`config.mk`:
```
export PLATFORM = sky130hd
export DESIGN_NAME = voxel_ray_traversal_core
export DESIGN_NICKNAME = d
export VERILOG_FILES = /design/src/hdl/vrt_pkg.sv /design/src/hdl/vrt_div.sv /design/src/hdl/voxel_ray_traversal_core.sv
export VERILOG_INCLUDE_DIRS = /design/src /design/src/hdl
export SDC_FILE = /design/constraint.sdc
export NUM_CORES = 2
export LEC_CHECK = 0
export BUFFER_PORTS_ARGS = -buffer_cell sky130_fd_sc_hd__buf_2
export CORE_MARGIN = 4
export CORE_UTILIZATION = 35
export DETAILED_ROUTE_END_ITERATION = 8
export MAX_ROUTING_LAYER = met4
export SLEW_MARGIN = 10
export SYNTH_ARGS = -nofsm -noshare
export SYNTH_HDL_FRONTEND = slang
export SYNTH_SLANG_ARGS = --single-unit
```
`constraint.sdc`:
```
create_clock -name aclk -period 13.8 [get_ports aclk]
set_input_delay 0.69 -clock aclk [delete_from_list [all_inputs] [get_ports aclk]]
set_output_delay 0.69 -clock aclk [all_outputs]
set_load 0.1 [all_outputs]
```
`src/hdl/voxel_ray_traversal_core_assert.svh`:
```
// Assertion macros used by voxel_ray_traversal_core.sv.
`ifndef VOXEL_RAY_TRAVERSAL_CORE_ASSERT_SVH
`define VOXEL_RAY_TRAVERSAL_CORE_ASSERT_SVH

// The consequent must hold in the same cycle as the antecedent.
`define VRT_ASSERT_SAME(label, clk, rstn, ante, cons) \
    label: assert property (@(posedge clk) disable iff (!rstn) (ante) |-> (cons)) \
        else $error("assertion failed");

// The consequent must hold in the cycle after the antecedent.
`define VRT_ASSERT_NEXT(label, clk, rstn, ante, cons) \
    label: assert property (@(posedge clk) disable iff (!rstn) (ante) |=> (cons)) \
        else $error("assertion failed");

`endif

```
`src/hdl/vrt_pkg.sv`:
```
package vrt_pkg;

    localparam int INDEX_BITS     = 16;
    localparam int TIME_FRAC_BITS = 24;
    localparam int TIME_BITS      = 48;
    localparam int LEFT_BITS      = 18;
    localparam int DIV_BITS       = 64;
    localparam int DEN_BITS       = 33;
    localparam int CNT_BITS       = 6;

    localparam logic [TIME_BITS-1:0] TIME_MAX = {TIME_BITS{1'b1}};
    localparam logic [LEFT_BITS-1:0] LEFT_MAX = {LEFT_BITS{1'b1}};

    localparam logic [2:0] REG_CELL_SIZE  = 3'd0;
    localparam logic [2:0] REG_GRID_MIN_X = 3'd1;
    localparam logic [2:0] REG_GRID_MIN_Y = 3'd2;
    localparam logic [2:0] REG_GRID_MIN_Z = 3'd3;
    localparam logic [2:0] REG_NUM_DIMS   = 3'd4;

    localparam logic [1:0] SIGN_NONE = 2'd0;
    localparam logic [1:0] SIGN_POS  = 2'd1;
    localparam logic [1:0] SIGN_NEG  = 2'd3;

    localparam logic [1:0] DIMS_PLANAR = 2'd2;

    typedef enum logic [1:0] {
        ST_IDLE,
        ST_LOAD,
        ST_WAIT,
        ST_FIN
    } state_t;

    typedef enum logic [1:0] {
        OP_IDX_START,
        OP_IDX_STOP,
        OP_BORDER,
        OP_INCR
    } op_t;

    typedef struct packed {
        logic                start;
        logic [DIV_BITS-1:0] dividend;
        logic [DEN_BITS-1:0] divisor;
    } div_req_t;

    typedef struct packed {
        logic                done;
        logic [DIV_BITS-1:0] quotient;
        logic [DEN_BITS-1:0] remainder;
    } div_rsp_t;

endpackage

```
`src/hdl/vrt_div.sv`:
```
module vrt_div (
    input  logic              aclk,
    input  logic              aresetn,
    input  vrt_pkg::div_req_t req,
    output vrt_pkg::div_rsp_t rsp
);

    logic                              busy_reg;
    logic                              done_reg;
    logic [vrt_pkg::CNT_BITS-1:0]      cnt_reg;
    logic [vrt_pkg::DIV_BITS-1:0]      quo_reg;
    logic [vrt_pkg::DEN_BITS-1:0]      rem_reg;
    logic [vrt_pkg::DEN_BITS-1:0]      den_reg;
    logic [vrt_pkg::DEN_BITS:0]        trial;
    logic                              fits;
    logic [vrt_pkg::DEN_BITS:0]        diff;
    logic [vrt_pkg::DEN_BITS-1:0]      rem_next;
    logic [vrt_pkg::DIV_BITS-1:0]      quo_next;

    // One quotient bit per cycle, restoring form.
    always_comb begin
        trial    = {rem_reg, quo_reg[vrt_pkg::DIV_BITS-1]};
        fits     = trial >= {1'b0, den_reg};
        diff     = trial - {1'b0, den_reg};
        rem_next = fits ? diff[vrt_pkg::DEN_BITS-1:0] : trial[vrt_pkg::DEN_BITS-1:0];
        quo_next = {quo_reg[vrt_pkg::DIV_BITS-2:0], fits};
    end

    always_ff @(posedge aclk) begin
        if (!aresetn) begin
            busy_reg <= 1'b0;
            done_reg <= 1'b0;
            cnt_reg  <= '0;
        end else begin
            done_reg <= 1'b0;
            if (req.start) begin
                busy_reg <= 1'b1;
                cnt_reg  <= '0;
            end else if (busy_reg) begin
                cnt_reg <= cnt_reg + 1'b1;
                if (cnt_reg == vrt_pkg::CNT_BITS'(vrt_pkg::DIV_BITS - 1)) begin
                    busy_reg <= 1'b0;
                    done_reg <= 1'b1;
                end
            end
        end
    end

    always_ff @(posedge aclk) begin
        if (req.start) begin
            quo_reg <= req.dividend;
            rem_reg <= '0;
            den_reg <= req.divisor;
        end else if (busy_reg) begin
            quo_reg <= quo_next;
            rem_reg <= rem_next;
        end
    end

    assign rsp.done      = done_reg;
    assign rsp.quotient  = quo_reg;
    assign rsp.remainder = rem_reg;

endmodule

```
`src/hdl/voxel_ray_traversal_core.sv`:
```
// Channel   Direction  Ports
// input     in         s_valid, s_ready, s_action, s_start_*, s_stop_*
// result    out        m_valid, m_ready, m_cell_*, m_last_cell, m_valid_res
// config    in         cfg_valid, cfg_ready, cfg_index, cfg_data
// For an advance word the min-compare and add happen on acceptance.
// A load word runs two to four divisions per axis on one shared serial divider,
// one after another, over three axes in volume mode; planar loads walk two axes.
// Reset (aresetn low, synchronous) clears the ray and restores the default
// configuration.
// A waiting result does not block a new word when m_ready is high that cycle.
`include "voxel_ray_traversal_core_assert.svh"

module voxel_ray_traversal_core (
    input  logic        aclk,
    input  logic        aresetn,
    input  logic        s_valid,
    output logic        s_ready,
    input  logic        s_action,
    input  logic [31:0] s_start_x,
    input  logic [31:0] s_start_y,
    input  logic [31:0] s_start_z,
    input  logic [31:0] s_stop_x,
    input  logic [31:0] s_stop_y,
    input  logic [31:0] s_stop_z,
    output logic        m_valid,
    input  logic        m_ready,
    output logic [15:0] m_cell_x,
    output logic [15:0] m_cell_y,
    output logic [15:0] m_cell_z,
    output logic        m_last_cell,
    output logic        m_valid_res,
    input  logic        cfg_valid,
    output logic        cfg_ready,
    input  logic [2:0]  cfg_index,
    input  logic [31:0] cfg_data
);

    localparam int IB = vrt_pkg::INDEX_BITS;
    localparam int TB = vrt_pkg::TIME_BITS;
    localparam int LB = vrt_pkg::LEFT_BITS;

    vrt_pkg::state_t state_reg, state_next;
    vrt_pkg::op_t    op_reg, op_next;
    logic [1:0]      axis_reg, axis_next;

    logic [30:0]        size_cfg_reg;
    logic signed [31:0] gmin_reg [3];
    logic [1:0]         dims_reg;

    logic signed [31:0] start_reg [3];
    logic signed [31:0] stop_reg [3];

    logic [IB-1:0]  cell_reg [3];
    logic [1:0]     sign_reg [3];
    logic [TB-1:0]  border_reg [3];
    logic [TB-1:0]  incr_reg [3];
    logic [LB-1:0]  left_reg;
    logic           active_reg;

    logic signed [34:0] is_reg;
    logic [30:0]        rs_reg;
    logic [36:0]        dist_reg;

    logic        m_valid_reg;
    logic [15:0] out_x_reg, out_y_reg, out_z_reg;
    logic        out_last_reg, out_vres_reg;

    vrt_pkg::div_req_t div_req;
    vrt_pkg::div_rsp_t div_rsp;

    logic               accept;
    logic               planar;
    logic [1:0]         last_axis;
    logic [30:0]        size;
    logic signed [32:0] vs, ve, dir, vcur;
    logic [32:0]        vabs, dabs;
    logic [33:0]        qa;
    logic [30:0]        ra;
    logic signed [34:0] fq;
    logic [30:0]        frem;
    logic signed [35:0] dd;
    logic [35:0]        ddabs;
    logic [TB-1:0]      qsat;
    logic [1:0]         a_sel;
    logic [TB:0]        bsum;
    logic [LB-1:0]      left_dec;

    vrt_div u_div (
        .aclk    (aclk),
        .aresetn (aresetn),
        .req     (div_req),
        .rsp     (div_rsp)
    );

    assign cfg_ready = 1'b1;
    assign accept    = s_valid && s_ready;
    assign planar    = dims_reg == vrt_pkg::DIMS_PLANAR;
    assign last_axis = planar ? 2'd1 : 2'd2;
    assign size      = (size_cfg_reg == '0) ? 31'd1 : size_cfg_reg;

    // Operands for the axis being loaded.
    always_comb begin
        vs    = 33'(start_reg[axis_reg]) - 33'(gmin_reg[axis_reg]);
        ve    = 33'(stop_reg[axis_reg]) - 33'(gmin_reg[axis_reg]);
        dir   = 33'(stop_reg[axis_reg]) - 33'(start_reg[axis_reg]);
        vcur  = (op_reg == vrt_pkg::OP_IDX_START) ? vs : ve;
        vabs  = vcur[32] ? 33'(-vcur) : 33'(vcur);
        dabs  = dir[32] ? 33'(-dir) : 33'(dir);
        qa    = div_rsp.quotient[33:0];
        ra    = div_rsp.remainder[30:0];
        // Floor division from the magnitude result.
        if (vcur[32]) begin
            fq   = -$signed({1'b0, qa}) - 35'(ra != '0);
            frem = (ra != '0) ? 31'(size - ra) : '0;
        end else begin
            fq   = $signed({1'b0, qa});
            frem = ra;
        end
        dd    = 36'(fq) - 36'(is_reg);
        ddabs = dd[35] ? 36'(-dd) : 36'(dd);
        qsat  = (div_rsp.quotient[vrt_pkg::DIV_BITS-1:TB] != '0) ? vrt_pkg::TIME_MAX
                                                               : div_rsp.quotient[TB-1:0];
    end

    // Axis selection for an advance; ties go to the later axis.
    always_comb begin
        if (planar) begin
            a_sel = (border_reg[0] < border_reg[1]) ? 2'd0 : 2'd1;
        end else if (border_reg[0] < border_reg[1]) begin
            a_sel = (border_reg[0] < border_reg[2]) ? 2'd0 : 2'd2;
        end else begin
            a_sel = (border_reg[1] < border_reg[2]) ? 2'd1 : 2'd2;
        end
        bsum     = {1'b0, border_reg[a_sel]} + {1'b0, incr_reg[a_sel]};
        left_dec = left_reg - 1'b1;
    end

    always_ff @(posedge aclk) begin
        if (!aresetn) begin
            state_reg <= vrt_pkg::ST_IDLE;
        end else begin
            state_reg <= state_next;
        end
    end

    always_comb begin
        state_next       = state_reg;
        op_next          = op_reg;
        axis_next        = axis_reg;
        div_req.start    = 1'b0;
        div_req.dividend = 64'(vabs);
        div_req.divisor  = 33'(size);
        s_ready          = 1'b0;
        case (op_reg)
            vrt_pkg::OP_BORDER: begin
                div_req.dividend = 64'(dir[32] ? rs_reg : 31'(size - rs_reg))
                                   << vrt_pkg::TIME_FRAC_BITS;
                div_req.divisor  = dabs;
            end
            vrt_pkg::OP_INCR: begin
                div_req.dividend = 64'(size) << vrt_pkg::TIME_FRAC_BITS;
                div_req.divisor  = dabs;
            end
            default: begin
            end
        endcase
        case (state_reg)
            vrt_pkg::ST_IDLE: begin
                s_ready = !m_valid_reg || m_ready;
                if (accept && !s_action) begin
                    state_next = vrt_pkg::ST_LOAD;
                    op_next    = vrt_pkg::OP_IDX_START;
                    axis_next  = 2'd0;
                end
            end
            vrt_pkg::ST_LOAD: begin
                div_req.start = 1'b1;
                state_next    = vrt_pkg::ST_WAIT;
            end
            vrt_pkg::ST_WAIT: begin
                if (div_rsp.done) begin
                    state_next = vrt_pkg::ST_LOAD;
                    case (op_reg)
                        vrt_pkg::OP_IDX_START: op_next = vrt_pkg::OP_IDX_STOP;
                        vrt_pkg::OP_BORDER:    op_next = vrt_pkg::OP_INCR;
                        default: begin
                            if (op_reg == vrt_pkg::OP_IDX_STOP && dir != '0) begin
                                op_next = vrt_pkg::OP_BORDER;
                            end else if (axis_reg == last_axis) begin
                                state_next = vrt_pkg::ST_FIN;
                            end else begin
                                axis_next = axis_reg + 1'b1;
                                op_next   = vrt_pkg::OP_IDX_START;
                            end
                        end
                    endcase
                end
            end
            vrt_pkg::ST_FIN: begin
                state_next = vrt_pkg::ST_IDLE;
            end
            default: begin
                state_next = vrt_pkg::ST_IDLE;
            end
        endcase
    end

    always_ff @(posedge aclk) begin
        if (!aresetn) begin
            op_reg       <= vrt_pkg::OP_IDX_START;
            axis_reg     <= 2'd0;
            size_cfg_reg <= 31'd65536;
            dims_reg     <= 2'd3;
            m_valid_reg  <= 1'b0;
            left_reg     <= '0;
            active_reg   <= 1'b0;
            for (int i = 0; i < 3; i++) begin
                gmin_reg[i]   <= '0;
                cell_reg[i]   <= '0;
                sign_reg[i]   <= vrt_pkg::SIGN_NONE;
                border_reg[i] <= vrt_pkg::TIME_MAX;
                incr_reg[i]   <= vrt_pkg::TIME_MAX;
            end
        end else begin
            op_reg   <= op_next;
            axis_reg <= axis_next;
            if (cfg_valid && cfg_ready) begin
                case (cfg_index)
                    vrt_pkg::REG_CELL_SIZE:  size_cfg_reg <= cfg_data[30:0];
                    vrt_pkg::REG_GRID_MIN_X: gmin_reg[0]  <= cfg_data;
                    vrt_pkg::REG_GRID_MIN_Y: gmin_reg[1]  <= cfg_data;
                    vrt_pkg::REG_GRID_MIN_Z: gmin_reg[2]  <= cfg_data;
                    vrt_pkg::REG_NUM_DIMS:   dims_reg     <= cfg_data[1:0];
                    default: begin
                    end
                endcase
            end
            if (m_valid_reg && m_ready) begin
                m_valid_reg <= 1'b0;
            end
            if (accept && !s_action) begin
                dist_reg <= '0;
                for (int i = 0; i < 3; i++) begin
                    cell_reg[i]   <= '0;
                    sign_reg[i]   <= vrt_pkg::SIGN_NONE;
                    border_reg[i] <= vrt_pkg::TIME_MAX;
                    incr_reg[i]   <= vrt_pkg::TIME_MAX;
                end
            end else if (accept) begin
                m_valid_reg <= 1'b1;
                if (!active_reg) begin
                    out_x_reg    <= '0;
                    out_y_reg    <= '0;
                    out_z_reg    <= '0;
                    out_last_reg <= 1'b0;
                    out_vres_reg <= 1'b0;
                end else begin
                    for (int i = 0; i < 3; i++) begin
                        if (2'(i) == a_sel) begin
                            if (sign_reg[i] == vrt_pkg::SIGN_POS) begin
                                cell_reg[i] <= cell_reg[i] + 1'b1;
                            end else if (sign_reg[i] == vrt_pkg::SIGN_NEG) begin
                                cell_reg[i] <= cell_reg[i] - 1'b1;
                            end
                        end
                    end
                    out_x_reg <= 16'(cell_reg[0]);
                    out_y_reg <= 16'(cell_reg[1]);
                    out_z_reg <= 16'(cell_reg[2]);
                    case (a_sel)
                        2'd0:    out_x_reg <= 16'(cell_reg[0] + IB'(sign_reg[0] == vrt_pkg::SIGN_POS)
                                                  - IB'(sign_reg[0] == vrt_pkg::SIGN_NEG));
                        2'd1:    out_y_reg <= 16'(cell_reg[1] + IB'(sign_reg[1] == vrt_pkg::SIGN_POS)
                                                  - IB'(sign_reg[1] == vrt_pkg::SIGN_NEG));
                        default: out_z_reg <= 16'(cell_reg[2] + IB'(sign_reg[2] == vrt_pkg::SIGN_POS)
                                                  - IB'(sign_reg[2] == vrt_pkg::SIGN_NEG));
                    endcase
                    border_reg[a_sel] <= bsum[TB] ? vrt_pkg::TIME_MAX : bsum[TB-1:0];
                    left_reg     <= left_dec;
                    active_reg   <= left_dec != '0;
                    out_last_reg <= left_dec == '0;
                    out_vres_reg <= 1'b1;
                end
            end
            if (state_reg == vrt_pkg::ST_WAIT && div_rsp.done) begin
                case (op_reg)
                    vrt_pkg::OP_IDX_START: begin
                        is_reg <= fq;
                        rs_reg <= frem;
                    end
                    vrt_pkg::OP_IDX_STOP: begin
                        dist_reg           <= dist_reg + 37'(ddabs);
                        cell_reg[axis_reg] <= is_reg[IB-1:0];
                        if (dir != '0) begin
                            sign_reg[axis_reg] <= dir[32] ? vrt_pkg::SIGN_NEG : vrt_pkg::SIGN_POS;
                        end
                    end
                    vrt_pkg::OP_BORDER: border_reg[axis_reg] <= qsat;
                    default:            incr_reg[axis_reg]   <= qsat;
                endcase
            end
            if (state_reg == vrt_pkg::ST_FIN) begin
                m_valid_reg  <= 1'b1;
                left_reg     <= (dist_reg > 37'(vrt_pkg::LEFT_MAX)) ? vrt_pkg::LEFT_MAX
                                                                   : dist_reg[LB-1:0];
                active_reg   <= dist_reg != '0;
                out_x_reg    <= 16'(cell_reg[0]);
                out_y_reg    <= 16'(cell_reg[1]);
                out_z_reg    <= 16'(cell_reg[2]);
                out_last_reg <= dist_reg == '0;
                out_vres_reg <= 1'b1;
            end
        end
    end

    always_ff @(posedge aclk) begin
        if (accept) begin
            start_reg[0] <= s_start_x;
            start_reg[1] <= s_start_y;
            start_reg[2] <= s_start_z;
            stop_reg[0]  <= s_stop_x;
            stop_reg[1]  <= s_stop_y;
            stop_reg[2]  <= s_stop_z;
        end
    end

    assign m_valid     = m_valid_reg;
    assign m_cell_x    = out_x_reg;
    assign m_cell_y    = out_y_reg;
    assign m_cell_z    = out_z_reg;
    assign m_last_cell = out_last_reg;
    assign m_valid_res = out_vres_reg;

    `VRT_ASSERT_SAME(a_ready_idle, aclk, aresetn, s_ready, state_reg == vrt_pkg::ST_IDLE)
    `VRT_ASSERT_SAME(a_active_left, aclk, aresetn, 1'b1, active_reg == (left_reg != '0))
    `VRT_ASSERT_SAME(a_fin_out_free, aclk, aresetn, state_reg == vrt_pkg::ST_FIN, !m_valid_reg)
    `VRT_ASSERT_NEXT(a_load_waits, aclk, aresetn, state_reg == vrt_pkg::ST_LOAD,
                     state_reg == vrt_pkg::ST_WAIT)

endmodule
```
# Yosys cells after proc, flatten, opt, wreduce, memory -nomap -nowiden

Memories as Yosys holds them, arrays and structs flattened. A register that Yosys moved wholly into a read port is not among the register bits.
Cells that the tools add are included.

Bitwise gates (word level): 23
Eq/ne operators: 29
Mux-type cells: 209
Reduce and logical (&&, ||, !) cells: 43
Magnitude comparators: 5
Add/sub/neg operators: 29

Operators by type and width:

| operator                                                               | number |
|---|---|
| 48-bit two-way mux                                                     | 11 |
| 16-bit two-way mux                                                     | 25 |
| 88-bit one-hot mux with 2 select lines                                 | 1 |
| 48-bit < comparator                                                    | 3 |
| 48-bit OR reduction                                                    | 3 |
| 33-bit two-way mux                                                     | 4 |
| 64-bit two-way mux                                                     | 2 |
| 31-bit two-way mux                                                     | 4 |
| 1-bit two-way mux                                                      | 111 |
| 37-bit two-way mux                                                     | 3 |
| 32-bit by 32-bit subtractor with 33-bit output                         | 3 |
| 32-bit two-way mux                                                     | 3 |
| 18-bit two-way mux                                                     | 5 |
| 2-bit two-way mux                                                      | 34 |
| 33-bit negator                                                         | 2 |
| 31-bit subtractor                                                      | 2 |
| 48-bit by 48-bit adder with 49-bit output                              | 1 |
| 16-bit by 1-bit adder with 16-bit output                               | 3 |
| 16-bit by 1-bit adder with 16-bit output, second input constant        | 3 |
| 16-bit by 1-bit subtractor with 16-bit output                          | 3 |
| 16-bit by 1-bit subtractor with 16-bit output, second input constant   | 3 |
| 37-bit by 36-bit adder with 37-bit output                              | 1 |
| 37-bit by 18-bit > comparator with 1-bit output, second input constant | 1 |
| 37-bit logical NOT                                                     | 1 |
| other kinds (47)                                                       | 106 |

Output and inout port bits: 53
Flip-flop bits (word level): 350
Bits in writable memories: 630
Logic and storage cells: 367
Memories: 7
Bits of input ports: 233

Memory list:

| memory          | words | bits a word | read ports | clocked after Yosys merged registers in | write ports | line                           | RTL |
|---|---|---|---|---|---|---|---|
| border_reg      | 3     | 48          | 4          | 0                                       | 3           | voxel_ray_traversal_core.sv:55 | `logic [TB-1:0] border_reg [3];` |
| incr_reg        | 3     | 48          | 1          | 0                                       | 3           | voxel_ray_traversal_core.sv:56 | `logic [TB-1:0] incr_reg [3];` |
| gmin_reg        | 3     | 32          | 1          | 1                                       | 3           | voxel_ray_traversal_core.sv:47 | `logic signed [31:0] gmin_reg [3];` |
| start_reg       | 3     | 32          | 1          | 1                                       | 3           | voxel_ray_traversal_core.sv:50 | `logic signed [31:0] start_reg [3];` |
| stop_reg        | 3     | 32          | 1          | 1                                       | 3           | voxel_ray_traversal_core.sv:51 | `logic signed [31:0] stop_reg [3];` |
| cell_reg        | 3     | 16          | 3          | 0                                       | 3           | voxel_ray_traversal_core.sv:53 | `logic [IB-1:0] cell_reg [3];` |
| 1 more memories | --    | --          | --         | --                                      | --          | --                             |  |

# Logic depth before layout (Yosys ltp)

An unclocked memory read counts as a cell.

Depth after elaboration: 15
Mapped depth: 47
Gate-level depth less buffers: 41

# Modules after synthesis

A second synthesis with hierarchy kept.

Cells, all modules: 7387
Area, all modules: 69291.5 µm²

By module, submodules not included:

| module                   | seq. area each (µm²) | instances | cells an instance | area each (µm²) |
|---|---|---|---|---|
| voxel_ray_traversal_core | 24703.7              | 1         | 6736              | 61880.6 |
| vrt_div                  | 3733.6               | 1         | 651               | 7410.9 |

# Worst setup path after synthesis

OpenSTA, ideal clock, no wires.

Path kind: reg2reg
Start: register (tool-made name)
End: register dist_reg[36], data pin
Clock period less this slack: 11068 ps
Arrival time: 10799 ps
Slack: 2732 ps
Required time: 13531 ps
Setup time: 269 ps
Stages on the path, launching flop included: 45
Buffers on the path: 8
Cells stage by stage: dfxtp_1 clkbuf_1 buf_1 buf_1 mux2i_1 o21ai_0 ha_1 fa_1 nand2b_1 a21o_1 a31oi_1 nor4b_2 o311a_1 nor4_1 o21a_1 clkbuf_1 buf_1 nor2_1 [9 not listed] nor2_1 o311ai_0 a31o_2 clkbuf_1 clkbuf_1 o21ai_0 fa_1 a21o_1 a21o_1 a2111oi_0 o21ai_0 a41oi_1 o21a_1 nor3b_1 o41ai_1 o22ai_1 nand4b_1 o211ai_1

RTL lines:

| what                 | line                            | RTL |
|---|---|---|
| to (signal assigned) | voxel_ray_traversal_core.sv:292 | `dist_reg <= dist_reg + 37'(ddabs);` |
| to (decl)            | voxel_ray_traversal_core.sv:62  | `logic [36:0] dist_reg;` |

==> reports/qor.txt <==
status: finished, final reports clean
cell area after placement: 72360 um^2
kind of critical path: flip-flop to flip-flop
clk slew on worst S/H paths: 0.06 ns
Largest delay share family, worst path: compound AO/OA/AOI/OAI gates
first-pass GRT wire length: 325.1 mm
Post-Synth XOR/XNOR Area: 5.606%
routability cong.: 0.9480
clk_skew: 0.06276 ns
Nets: 8306
critical path data required time: 14.32 ns
routed wire length: 214.9 mm
number of global-route vias before repair: 54382
Reg power frac: 34.5%
hold_sp: s_start_y[26]
CTS tree: yes
internal power: 6.630 mW
met1 Resource Use GR: 27.75%
Post-DP HPWL: 162.1 mm
post-synthesis cell area: 68200 um^2
fill count: 18997
Synth-to-Final Area Change: 11.81%
largest stage delay on the critical path: 0.92 ns
largest family of logic cells by synthesized area: compound AO/OA/AOI/OAI gates
final hold violations: 0
Sequential Area: 28450 um^2
Synth Instances: 7347
async set-reset flop share out of synthesis: 0%
Synth Area in Simple Gates: 14.64%
area of the multi-input gates: 36810 um^2
Initial Util: 35.31%
root buffer cell: clkbuf_16
Antenna Nets Post-Route: 0
core area: 193200 um^2
clk_lat worst skew: 0.78 ns
Maximum Capacitance Violations: 0
initial drt markers: 5147
cell count of the worst hold path: 1
worst-path fanout max: 49
fraction of layout cells with a size suffix above 1: 8.916%
Via Count: 56509
drt wl/cell: 21.20 um
RR Endpoint: dist_reg[36]
die width: 449.4 um
GRT Residual Overflow: 0
Post-synth EDFFs: 877
fin crit share: 91.07%
Syn Nets: 8159
setup bufs post-CTS: 0
drt first pass iters: 8
H-tree depth: 3
Worst path slowest cell: dfxtp_4
Comb power frac: 35.5%
CTS Buffer Depth: 3
Leak Pwr: 29.29 nW
RSZ-0062 raised after global routing: no
max-slew violation count: 0
cell area after layout: 76260 um^2
FMAX: 0.07957 GHz
post-synthesis sequential area ratio: 41.69%
DR DRC count: 0
worst hold endpoint: start_reg[1][26]
Setup TNS: 0 ns
CTS resizes: 0
critical path's most frequent cell: o21ai_0
slew at the pin with the worst max-slew slack: 1.168 ns
WP data arrival: 13.09 ns
switch share: 36.14%
met3 global-route usage: 2.698%
ys flop type: edfxtp_1
Hold Crit Class: input port to flip-flop
CTS Hold Bufs: 0
Slew headroom: 20.92%
clk sinks: 982
row count: 161
FF-to-FF path depth: 38
CTS Buf Count: 112
vias per cell: 5.576
Die Y: 449.4 um
Distinct cells, synth: 94
die area: 202000 um^2
largest net degree at the start of global routing: 123
yosys warns: 0
NetSw: 3.753 mW
count of final setup violators: 0
WP buf/inv: 1
boundary pin count: 286
VDD IR-drop max: 0.0001090 V
Critical Path Start Type: flip-flop
CP endpoint kind: flip-flop
gr busiest metal: met2
number of port buffers: 284
Final Critical Period: 12.57 ns
Compound-Gate Fraction of Synth Area: 19.20%
Seq cells post-synth: 982
commonest cells after routing, fill and taps aside: edfxtp_1 (877), nand2_1 (823), a21oi_1 (694)
mux cell area share after synthesis: 3.486%
initial antenna violation count: 18
adder-cell share of the synthesized area: 10.76%
PD cells: 136.1 nW/um^2
met2 Use GR: 33.68%
gr usage total: 20.99%
commonest non-fill, non-tap cell in the layout: edfxtp_1
reg-to-reg setup timing slack: 1.23 ns
Mean Syn Cell Area: 9.283 um^2
Clock Power Share: 30.0%
## Yosys cell counts, drive strengths merged (69+ instances only)
library cell	instances	area share (%)
dfxtp	105	3.1
a21oi	695	5.1
xnor2	283	3.6
mux2i	224	3.3
a211oi	69	0.76
and2	73	0.67
inv	492	2.7
nor2	622	3.4
xor2	151	1.9
o22ai	129	1.2
edfxtp	877	39
nand3	124	0.91
clkbuf	293	1.6
nor3	115	0.84
a21o	190	2.1
nand2	824	4.5
ha	566	10
o21ai	453	3.3
## cell type report
class	instances	area share [%]
inverter	493	2.436
antenna	16	0.05250
sequential	982	37.30
tap	2526	4.144
clock buffer	135	3.906
timing repair buffer	372	2.730
multi-input combinational	5533	48.26
clock inverter	78	1.162
## power groups by stage
stage	sequential, mW	clock, mW	combinational [mW]
after floorplan	3.61	0	2.70
after global routing	3.60	3.30	4.04
after global placement	3.64	0	3.59
after detailed placement	3.64	0	3.62
after CTS	3.58	3.17	3.64
final	3.58	3.12	3.68
## how the worst max path moves through the flow
stage	slack (ns)	cells after the start	to	from
after floorplan	2.73	44	dist_reg[36]	flip-flop
after global placement	1.69	39	dist_reg[36]	flip-flop
after detailed placement	1.44	38	dist_reg[36]	flip-flop
after CTS	1.39	38	dist_reg[36]	flip-flop
after global routing	0.14	38	dist_reg[36]	flip-flop
final	1.23	38	dist_reg[36]	flip-flop
## stage by stage
step	hold slack [ns]	instances	setup WS [ns]	total power, mW	utilization [%]
6_report	0.08154	10135	1.232	10.38	39.48
5_1_grt	0.02813	10131	0.1441	10.94	39.47
4_1_cts	0.004886	10119	1.394	10.40	39.46
3_5_place_dp	0.4648	9906	1.438	7.263	37.45
3_3_place_gp	0.4549	9906	1.688	7.232	37.45
2_1_floorplan	0.4365	7347	2.732	6.310	-
## cell families after synthesis
group           count (synthesis)
compound gates               2092
xor+xnor                      435
fa+ha+maj                     579
buf+inv                       832
flops                         982
mux                           236
other cells                     1
simple gates                 2190
## layer usage
metal	share of wire (%)	up-vias
met5	0	-
met4	3.3	0
met3	6.0	352
met2	46	1861
met1	45	27138
li1	-	27158
(Power assumes the default switching activity.)
